[src/rtl/bitmap_page_allocator_defines.svh]
// Assertion macros for the bitmap page allocator.
// Used by rtl/bpa_datapath.sv; no other dependencies.
`ifndef BITMAP_PAGE_ALLOCATOR_DEFINES_SVH
`define BITMAP_PAGE_ALLOCATOR_DEFINES_SVH
`ifndef SYNTHESIS
// same-cycle implication
`define BPA_ASSERT_IMP(lbl, clk, rst, ante, cons) \
   lbl: assert property (@(posedge clk) disable iff (rst) (ante) |-> (cons)) \
      else $error("bpa assertion failed");
// next-cycle implication
`define BPA_ASSERT_NXT(lbl, clk, rst, ante, cons) \
   lbl: assert property (@(posedge clk) disable iff (rst) (ante) |=> (cons)) \
      else $error("bpa assertion failed");
`else
`define BPA_ASSERT_IMP(lbl, clk, rst, ante, cons)
`define BPA_ASSERT_NXT(lbl, clk, rst, ante, cons)
`endif
`endif

[src/rtl/bpa_pkg.sv]
// Shared types and constants for the bitmap page allocator.
// No dependencies.
package bpa_pkg;

   localparam int unsigned DEF_MAP_BYTES = 512;
   localparam int unsigned WORD_BITS     = 64;
   localparam int unsigned BIT_AW        = 6;
   localparam int unsigned KIND_W        = 2;
   localparam int unsigned PAGE_IDX_W    = 16;
   localparam int unsigned GRANT_W       = 12;

   localparam logic [KIND_W-1:0] KIND_ALLOC   = 2'd0;
   localparam logic [KIND_W-1:0] KIND_DEALLOC = 2'd1;
   localparam logic [KIND_W-1:0] KIND_QUERY   = 2'd2;

   typedef enum logic [2:0] {
      ST_CLEAR,
      ST_IDLE,
      ST_READ,
      ST_UPDATE,
      ST_SCAN,
      ST_DONE
   } ctrl_state_type;

   typedef struct packed {
      logic take;      // capture request fields
      logic rd;        // read the word the request targets
      logic upd;       // evaluate request, write map, update count/hint
      logic scan;      // issue next rescan read, check previous word
      logic clr;       // clear one map word after reset
      logic out_load;  // move result into output register
   } bpa_cmd_type;

   typedef struct packed {
      logic clr_last;
      logic need_scan;
      logic scan_found;
   } bpa_status_type;

endpackage

[src/rtl/bpa_ctrl.sv]
// Sequencing state machine for the bitmap page allocator.
// Depends on bpa_pkg.
module bpa_ctrl
   import bpa_pkg::*;
(
   input  logic           clock,
   input  logic           reset,
   input  logic           req_valid,
   output logic           req_stall,
   output logic           rsp_valid,
   input  logic           rsp_stall,
   input  bpa_status_type status,
   output bpa_cmd_type    cmd
);

   ctrl_state_type state_ff, state_in;
   logic           rsp_valid_ff, rsp_valid_in;

   always_ff @(posedge clock) begin
      if (reset) begin
         state_ff     <= ST_CLEAR;
         rsp_valid_ff <= 1'b0;
      end else begin
         state_ff     <= state_in;
         rsp_valid_ff <= rsp_valid_in;
      end
   end

   always_comb begin
      state_in  = state_ff;
      cmd       = '0;
      req_stall = 1'b1;
      unique case (state_ff)
         ST_CLEAR: begin
            cmd.clr = 1'b1;
            if (status.clr_last) state_in = ST_IDLE;
         end
         ST_IDLE: begin
            req_stall = 1'b0;
            if (req_valid) begin
               cmd.take = 1'b1;
               state_in = ST_READ;
            end
         end
         ST_READ: begin
            cmd.rd   = 1'b1;
            state_in = ST_UPDATE;
         end
         ST_UPDATE: begin
            cmd.upd  = 1'b1;
            state_in = status.need_scan ? ST_SCAN : ST_DONE;
         end
         ST_SCAN: begin
            cmd.scan = 1'b1;
            if (status.scan_found) state_in = ST_DONE;
         end
         ST_DONE: begin
            if (!rsp_valid_ff || !rsp_stall) begin
               cmd.out_load = 1'b1;
               state_in     = ST_IDLE;
            end
         end
         default: state_in = ST_CLEAR;
      endcase
   end

   always_comb begin
      rsp_valid_in = rsp_valid_ff;
      if (cmd.out_load)          rsp_valid_in = 1'b1;
      else if (!rsp_stall)       rsp_valid_in = 1'b0;
   end

   assign rsp_valid = rsp_valid_ff;

endmodule

[config.mk]
export PLATFORM = sky130hd
export DESIGN_NAME = bpa_ctrl
export DESIGN_NICKNAME = d
export VERILOG_FILES = /design/src/rtl/bitmap_page_allocator_defines.svh /design/src/rtl/bpa_pkg.sv /design/src/rtl/bpa_ctrl.sv
export SDC_FILE = /design/constraint.sdc
export NUM_CORES = 1
export LEC_CHECK = 0
export BUFFER_PORTS_ARGS = -buffer_cell sky130_fd_sc_hd__buf_2
export CAP_MARGIN = 20
export CORE_AREA = 2 2 39 41
export DETAILED_ROUTE_END_ITERATION = 16
export DIE_AREA = 0 0 41 43
export PLACE_DENSITY = 0.52
export SYNTH_ARGS = -nofsm -noshare
export SYNTH_HDL_FRONTEND = slang
export SYNTH_SLANG_ARGS = --single-unit
[constraint.sdc]
create_clock -name clock -period 1.3 [get_ports clock]
set_clock_uncertainty 0.05 [all_clocks]
set_input_delay 0.26 -clock clock [delete_from_list [all_inputs] [get_ports clock]]
set_output_delay 0.26 -clock clock [all_outputs]
set_load 0.02 [all_outputs]
==> results_dict.tcl, run 1 <==
set metrics [dict create \
    netSwitchingFraction_pct 35.19 \
    p_leak_nw 0.2743 \
    yosys.area.top_type "dfxtp_1" \
    grt_start_max_net_pins 8 \
    cts_tree "yes" \
    synth_area_leaders "dfxtp_1, a31oi_4, a21oi_1" \
    die_width_um 41 \
    die_height_um 43 \
    viasPerCell 4.390 \
    drt_iter0_markers 4 \
    hp-start "reset" \
    violations "negative setup slack" \
    crit_arrival_ns 1.08 \
    fin_crit_sh_pct 107.1 \
    slew_violations 0 \
    fmax_mhz 718.0 \
    crit_start "state_ff[2]$_SDFFE_PP0P_" \
    synthToLayoutAreaGrowth_pct 107.4 \
    vias 360 \
    die_area_mm2 0.001763 \
    synth_cells 36 \
    ys_types 19 \
    ys_ff_latch 4 \
    rsz0062_at_grt "true" \
    core_mm2 0.001384 \
    grt_pass1_wl_um 1324 \
    path_max_fanout 7 \
    max-vdd-ir-drop_v 0.0004467 \
    cts_buffers 3 \
    fin_crit_ns 1.393 \
    hold_path_depth 2 \
    final_util_pct 42.95 \
    grtUsageTotal_pct 11.23 \
    setup_viol 7 \
    cts_buffer_depth 2 \
    pre_cts_slack_ns 0.04348 \
    r2r_cells 6 \
    final_cell_mix "buf_4, buf_6, buf_2, nand2_1" \
    cts_num_sinks 4 \
    cts_root_buf "clkbuf_4" \
    powerDensity_mw_per_mm2 1513 \
    fin_ws_ns -0.09282 \
    drive_gt1_share_pct 71.21 \
    synth.top_cell.area_share_pct 27.95 \
    antenna_found_initial 0 \
    rr_startpoint "state_ff[0]$_SDFFE_PP0P_" \
    final_common_cell "buf_4" \
    p_seq_share_pct 20.6 \
    path_clk_slew_ns 0.03 \
    critPathKind "register to output pin" \
    avgSynthCellArea_um2 7.959 \
    wl_per_cell_um 10.55 \
    io_buffers 14 \
    wirelength_um 865 \
    grt-ovfl-total 0 \
    pin_count 15 \
    num_antenna_cells 0 \
    nets 75 \
    cp.required_ns 0.99 \
    worstSetupStartpointType "register" \
    cts_hold_buf 0 \
    drv_cap 0 \
    ant_nets 0 \
    place.gp.congestion 0.7445 \
    relSlewSlack_pct 86.41 \
    std_cell_rows 14 \
    clk_latency_ns 0.23 \
    switchingPower_mw 0.3164 \
    hold_violations 0 \
    grt_pass1_vias 343 \
    dpl.hpwl_um 502.1 \
    syn-num-nets 43 \
    r2r_slack_ns 0.03 \
    drtPass1Iterations 3 \
    endpoint_kind "output pin" \
    h-tree-depth 1 \
    start_util_pct 20.71 \
    combPwrFrac_pct 62.7 \
    power_frac_clock_pct 16.7 \
    hold_path_class "input port to register" \
    synth_seq_area_share_pct 27.95 \
    tightest_slew_ns 0.2036 \
    yosys_warnings 0 \
    internal-power_mw 0.5826 \
    drc 0 \
    outcome "finished with violations" \
    syn_area_um2 286.5 \
]
==> flip-flops by register name (all words and copies together) (netlist names) <==
name,cells
state_ff,3
rsp_valid,1
==> logic make-up (layout without fill, tap and decap cells) <==
logic type	count (synthesis)	count (layout)	synth area share (%)
AND/OR/NAND/NOR	14	14	26.63
flip-flops	4	4	27.95
multiplexers	2	2	6.987
buffers and inverters	6	36	13.10
AO/OA/AOI/OAI	10	10	25.33
==> stage by stage <==
stage | std cells | cell area [µm²] | TNS [ns] | power [mW] | hold slack [ns]
after floorplan | 36 | 291.5 | 0 | 0.3907 | 0.2791
after detailed placement | 67 | 385.4 | 0 | 0.4754 | 0.4096
after CTS | 79 | 544.3 | -0.4453 | 0.8235 | 0.1554
after global routing | 82 | 594.3 | -0.8893 | 0.9664 | 0.1643
final | 82 | 594.3 | -0.4554 | 0.8990 | 0.1654
after global placement | 67 | 385.4 | 0 | 0.4792 | 0.4119
==> per-layer routing <==
metal	vias up	share of wire (%)	GRT usage, %
li1	182	-	-
met4	0	0	2.000
met5	-	0	0
met1	168	36	10.90
met3	0	6.6	6.806
met2	10	58	19.38
==> final cells by class <==
cell class | instances | area [µm²]
clock buffers | 3 | 22.52
fillers | 145 | 789.5
inverters | 3 | 13.76
multi-input cells | 26 | 209.0
flip-flops and latches | 4 | 91.34
well taps | 16 | 20.02
repair buffers | 30 | 237.7
==> cell usage after synthesis <==
library cell and instances:
nor3_1 1, nor2_1 4, a21oi_1 4, dfxtp_1 4, buf_4 2, mux2i_1 2, nand3_1 1, a21oi_2 1
nor3b_2 1, o211ai_1 1, a31oi_4 1, nor3_2 1, and2_1 1, buf_6 1, o21ai_1 3, inv_2 1
inv_1 2, nor3b_1 1, nand2_1 4
==> worst max-delay path, cell delays in order (launching register included) <==
cell and delay [ns]:
dfxtp_4 0.36, nor3b_4 0.22, and2_4 0.17, buf_6 0.10
==> power groups by stage <==
stage | Combinational [mW] | Clock [mW] | Sequential (mW)
after floorplan | 0.225 | 0 | 0.165
after global placement | 0.303 | 0 | 0.176
after detailed placement | 0.302 | 0 | 0.174
after CTS | 0.484 | 0.158 | 0.182
after global routing | 0.608 | 0.171 | 0.188
final | 0.564 | 0.150 | 0.185
==> worst paths after layout <==
kind,endpoint
worst min register to register,rsp_valid$_SDFFE_PP0P_
worst min-delay path,state_ff[2]$_SDFFE_PP0P_
worst max-delay path,cmd[5]
worst max register to register,state_ff[0]$_SDFFE_PP0P_
==> repair_timing <==
| action | 4_1_cts | 5_1_grt |
|---|---|---|
| resized for setup | 23 | 7 |
| pin swaps | 4 | 6 |
| endpoints found under the setup margin | 7 | 8 |
| buffers inserted | 9 | 3 |
Note: power is estimated with default switching activity, not from simulation.
==> run 2: changes to the inputs <==
--- a/config.mk
+++ b/config.mk
@@ -5,12 +5,13 @@
 export SDC_FILE = /design/constraint.sdc
 export NUM_CORES = 1
 export LEC_CHECK = 0
-export BUFFER_PORTS_ARGS = -buffer_cell sky130_fd_sc_hd__buf_2
+export BUFFER_PORTS_ARGS = -buffer_cell sky130_fd_sc_hd__buf_4
 export CAP_MARGIN = 20
 export CORE_AREA = 2 2 39 41
 export DETAILED_ROUTE_END_ITERATION = 16
 export DIE_AREA = 0 0 41 43
 export PLACE_DENSITY = 0.52
+export SKIP_CTS_REPAIR_TIMING = 1
 export SYNTH_ARGS = -nofsm -noshare
 export SYNTH_HDL_FRONTEND = slang
 export SYNTH_SLANG_ARGS = --single-unit
==> run 2 against run 1 <==
  * The run still ends with negative setup slack left
  * Clock power barely moved
  * First-iteration DRC count did not move
  * Via count fell by 8.6%
  * Final cell count fell by 7.3%
  * Fmax rose by 0.74%
  * Largest cell class is now multi-input gates
  * Highest routed layer unchanged
==> results_dict.tcl, run 2 (same netlist as run 1, synthesis figures left out) <==
set metrics [dict create \
    endpoint_kind "output pin" \
    violations "negative setup slack" \
    relSlewSlack_pct 86.85 \
    max-vdd-ir-drop_v 0.0005293 \
    io_buffers 14 \
    path_max_fanout 5 \
    die_width_um 41 \
    cts_num_sinks 4 \
    dp_cells 68 \
    dpl.hpwl_um 486.4 \
    grt_pass1_wl_um 1000 \
    slew_violations 0 \
    final_cell_mix "buf_4, nand2_1" \
    holdWs_ns 0.1457 \
    place_area_um2 427.9 \
    drive_gt1_share_pct 68.33 \
    pin_count 15 \
    wl_per_cell_um 9.053 \
    clk_latency_ns 0.23 \
    die_area_mm2 0.001763 \
    drt_iter0_markers 4 \
    powerDensity_mw_per_mm2 1431 \
    antenna_found_initial 0 \
    critPathKind "register to output pin" \
    grt_pass1_vias 252 \
    drc 0 \
    cp.required_ns 0.99 \
    die_height_um 43 \
    wirelength_um 688 \
    hold_violations 0 \
    cts_buffer_depth 2 \
    fmax_mhz 723.2 \
    drv_cap 0 \
    final_area_um2 541.8 \
    hold_path_class "input port to register" \
    cts_buffers 3 \
    crit_arrival_ns 1.07 \
    rsz0062_at_grt "true" \
    cts_root_buf "clkbuf_4" \
    fin_crit_sh_pct 106.4 \
    final_common_cell "buf_4" \
    num_antenna_cells 0 \
    final_cells 76 \
    std_cell_rows 14 \
    path_clk_slew_ns 0.04 \
    setup_viol 7 \
    final_util_pct 39.15 \
    p_total_mw 0.7755 \
    grtUsageTotal_pct 8.434 \
    synthToLayoutAreaGrowth_pct 89.08 \
    place.gp.congestion 0.7460 \
    grt-ovfl-total 0 \
    fin_ws_ns -0.08266 \
    drtPass1Iterations 2 \
    h-tree-depth 1 \
    ant_nets 0 \
    vias 329 \
    p_leak_nw 0.2381 \
    tightest_slew_ns 0.1970 \
    core_mm2 0.001384 \
    start_util_pct 20.71 \
    worstSetupStartpointType "register" \
    viasPerCell 4.329 \
    cts_tree "yes" \
    fin_crit_ns 1.383 \
    largest_reg_flops 3 \
    nets 69 \
    outcome "finished with violations" \
    grt_start_max_net_pins 8 \
    top_register "state_ff" \
]
## run 2: path summary, 6_finish.rpt
check,slack (ns),startpoint,endpoint,depth (start not counted)
hold / removal,0.15,reset,state_ff[2]$_SDFFE_PP0P_,2
setup / recovery,-0.08,state_ff[1]$_SDFFE_PP0P_,cmd[5],3
setup reg to reg,0.09,state_ff[0]$_SDFFE_PP0P_,state_ff[0]$_SDFFE_PP0P_,5
hold reg to reg,0.51,rsp_valid$_SDFFE_PP0P_,rsp_valid$_SDFFE_PP0P_,2
## run 2: metal layers
metal	vias up	track usage [%]	part of all wire [%]
met3	0	4.712	5.2
met4	0	4.000	0
met5	-	0	0
li1	175	-	-
met2	8	10.31	53
met1	146	11.58	42
## run 2: critical path, cell delays in order, from the launching register on
cell and delay, ns:
dfxtp_4 0.36, nor3b_4 0.21, and2_4 0.17, buf_6 0.10
## run 2: report_power, final
part | switching [mW] | total (mW) | internal [mW] | leakage [nW]
Combinational | 0.198 | 0.445 | 0.247 | 0.190
Sequential | 0.0330 | 0.183 | 0.150 | 0.0347
Clock | 0.0452 | 0.148 | 0.103 | 0.0138
Total | 0.276 | 0.776 | 0.500 | 0.238
## run 2: final cells by class
type	count	area [µm²]
clock buffer	3	22.52
sequential	4	91.34
tap	16	20.02
fill	152	842.1
multi-input combinational	26	205.2
inverter	3	11.26
timing repair buffer	24	191.4
## run 2: through the flow
step / TNS (ns) / setup slack, ns
finish: -0.3425 / -0.08266
global route: -0.7138 / -0.1436
detailed placement: 0 / 0.03829
CTS: -1.072 / -0.2194
floorplan: 0 / 0.03042
global placement: 0 / 0.07595
==> run 3: changes to the inputs <==
--- a/config.mk
+++ b/config.mk
@@ -10,7 +10,6 @@
 export CORE_AREA = 2 2 39 41
 export DETAILED_ROUTE_END_ITERATION = 16
 export DIE_AREA = 0 0 41 43
-export PLACE_DENSITY = 0.52
 export SKIP_CTS_REPAIR_TIMING = 1
 export SYNTH_ARGS = -nofsm -noshare
 export SYNTH_HDL_FRONTEND = slang
==> constraint.sdc (replaced) <==
create_clock -name clock -period 1.13 [get_ports clock]
set_clock_uncertainty 0.05 [all_clocks]
set_input_delay 0.226 -clock clock [delete_from_list [all_inputs] [get_ports clock]]
set_output_delay 0.226 -clock clock [all_outputs]
set_load 0.02 [all_outputs]
==> run 3 against run 2 <==
  * The run still ends with negative setup slack left
  * Via count rose by 3.3%
  * Sequential share of layout area fell by 0.72 points
  * Sequential power rose by 16%
  * Largest cell class is now buffers
  * Largest power group unchanged
==> results_dict.tcl, run 3 (same netlist as run 1, synthesis figures left out) <==
set metrics [dict create \
    grt_pass1_vias 266 \
    path_clk_slew_ns 0.04 \
    cts_root_buf "clkbuf_4" \
    slew_violations 0 \
    drc 0 \
    violations "negative setup slack" \
    place.gp.congestion 0.7754 \
    relSlewSlack_pct 87.25 \
    drive_gt1_share_pct 69.84 \
    power_frac_clock_pct 19.9 \
    die_height_um 43 \
    cts_buffer_depth 2 \
    p_leak_nw 0.2542 \
    synthToLayoutAreaGrowth_pct 94.76 \
    p_seq_share_pct 22.7 \
    worstSetupStartpointType "register" \
    crit_arrival_ns 1.11 \
    endpoint_kind "output pin" \
    wl_per_cell_um 9.949 \
    grtUsageTotal_pct 10.23 \
    grt_pass1_wl_um 1090 \
    wirelength_um 786 \
    cts_buffers 3 \
    ant_nets 0 \
    nets 72 \
    vias 340 \
    fin_ws_ns -0.2598 \
    combPwrFrac_pct 57.4 \
    pin_count 15 \
    tightest_slew_ns 0.1910 \
    io_buffers 14 \
    switchingPower_mw 0.3402 \
    hold_path_class "input port to register" \
    rsz0062_at_grt "true" \
    dpl.hpwl_um 569.6 \
    cp_slowest_cell "dfxtp_4" \
    h-tree-depth 1 \
    cts_num_sinks 4 \
    dp_cells 71 \
    drtPass1Iterations 1 \
    fin_crit_sh_pct 123.0 \
    holdWs_ns 0.1028 \
    grt-ovfl-total 0 \
    viasPerCell 4.304 \
    internal-power_mw 0.5917 \
    die_area_mm2 0.001763 \
    final_common_cell "buf_4" \
    cts_tree "yes" \
    final_area_um2 558.0 \
    worstPathCellList "nor3b_4, and2_4, buf_6" \
    place_area_um2 474.2 \
    die_width_um 41 \
    netSwitchingFraction_pct 36.51 \
    num_antenna_cells 0 \
    crit_buf_inv 1 \
    drt_iter0_markers 0 \
    largest_reg_flops 3 \
    slowest_delay_ns 0.37 \
    core_mm2 0.001384 \
    std_cell_rows 14 \
    final_cell_mix "buf_4, nand2_1" \
    fin_crit_ns 1.390 \
    cp.required_ns 0.85 \
    pre_cts_slack_ns -0.07068 \
    path_max_fanout 6 \
    hold_violations 0 \
    final_cells 79 \
    drv_cap 0 \
    critPathKind "register to output pin" \
    cp_top_family "simple AND/OR/NAND/NOR gates" \
    setup_viol 9 \
    powerDensity_mw_per_mm2 1670 \
    start_util_pct 20.71 \
    max-vdd-ir-drop_v 0.0005905 \
    grt_start_max_net_pins 8 \
    antenna_found_initial 0 \
    top_register "state_ff" \
    outcome "finished with violations" \
    clk_latency_ns 0.24 \
    fmax_mhz 719.5 \
]
## run 3: changes by cell type in the layout (fill, tap and decap cells not counted), sizes merged
cell | previous run | this run
buf | 24 | 27
## run 3: final timing paths
kind	start	endpoint	depth (start not counted)	slack [ns]
min reg2reg	rsp_valid$_SDFFE_PP0P_	rsp_valid$_SDFFE_PP0P_	2	0.49
max reg2reg	state_ff[0]$_SDFFE_PP0P_	state_ff[0]$_SDFFE_PP0P_	5	-0.10
min	reset	state_ff[2]$_SDFFE_PP0P_	2	0.10
max	state_ff[0]$_SDFFE_PP0P_	cmd[5]	3	-0.26
## run 3: stage by stage
step	setup TNS [ns]	util (%)	total power, mW
floorplan	-0.04778	-	0.4916
global placement	-0.1348	34.27	0.6520
detailed placement	-0.1558	34.27	0.6569
CTS	-1.989	35.90	0.8460
global route	-2.196	40.33	0.9988
finish	-1.704	40.33	0.9319
## run 3: worst reg2reg max path: stages, from the launching register on
cell and delay, ns:
dfxtp_4 0.37, buf_4 0.11, mux2i_1 0.17, o21ai_1 0.08, a21oi_2 0.14, mux2i_1 0.22
## run 3: power groups by stage
stage                     sequential [mW]  combinational (mW)  clock, mW
after global routing                0.215               0.577      0.206
after CTS                           0.209               0.446      0.191
after detailed placement            0.212               0.445          0
after global placement              0.211               0.441          0
final                               0.212               0.535      0.185
after floorplan                     0.196               0.295          0
## run 3: metal layers
| metal | routed length [µm] | GRT usage (%) | vias up |
|---|---|---|---|
| met5 | 0 | 0 | - |
| met4 | 22 | 8.000 | 0 |
| met3 | 66 | 7.853 | 5 |
| met2 | 387 | 13.75 | 10 |
| met1 | 309 | 9.936 | 147 |
| li1 | - | - | 178 |
## run 3: cell type report
type                    count  area, µm²
repair buffers             27      214.0
inverters                   3      11.26
clock buffers               3      22.52
well taps                  16      20.02
multi-input cells          26      200.2
flip-flops and latches      4      90.09
fillers                   156      825.8
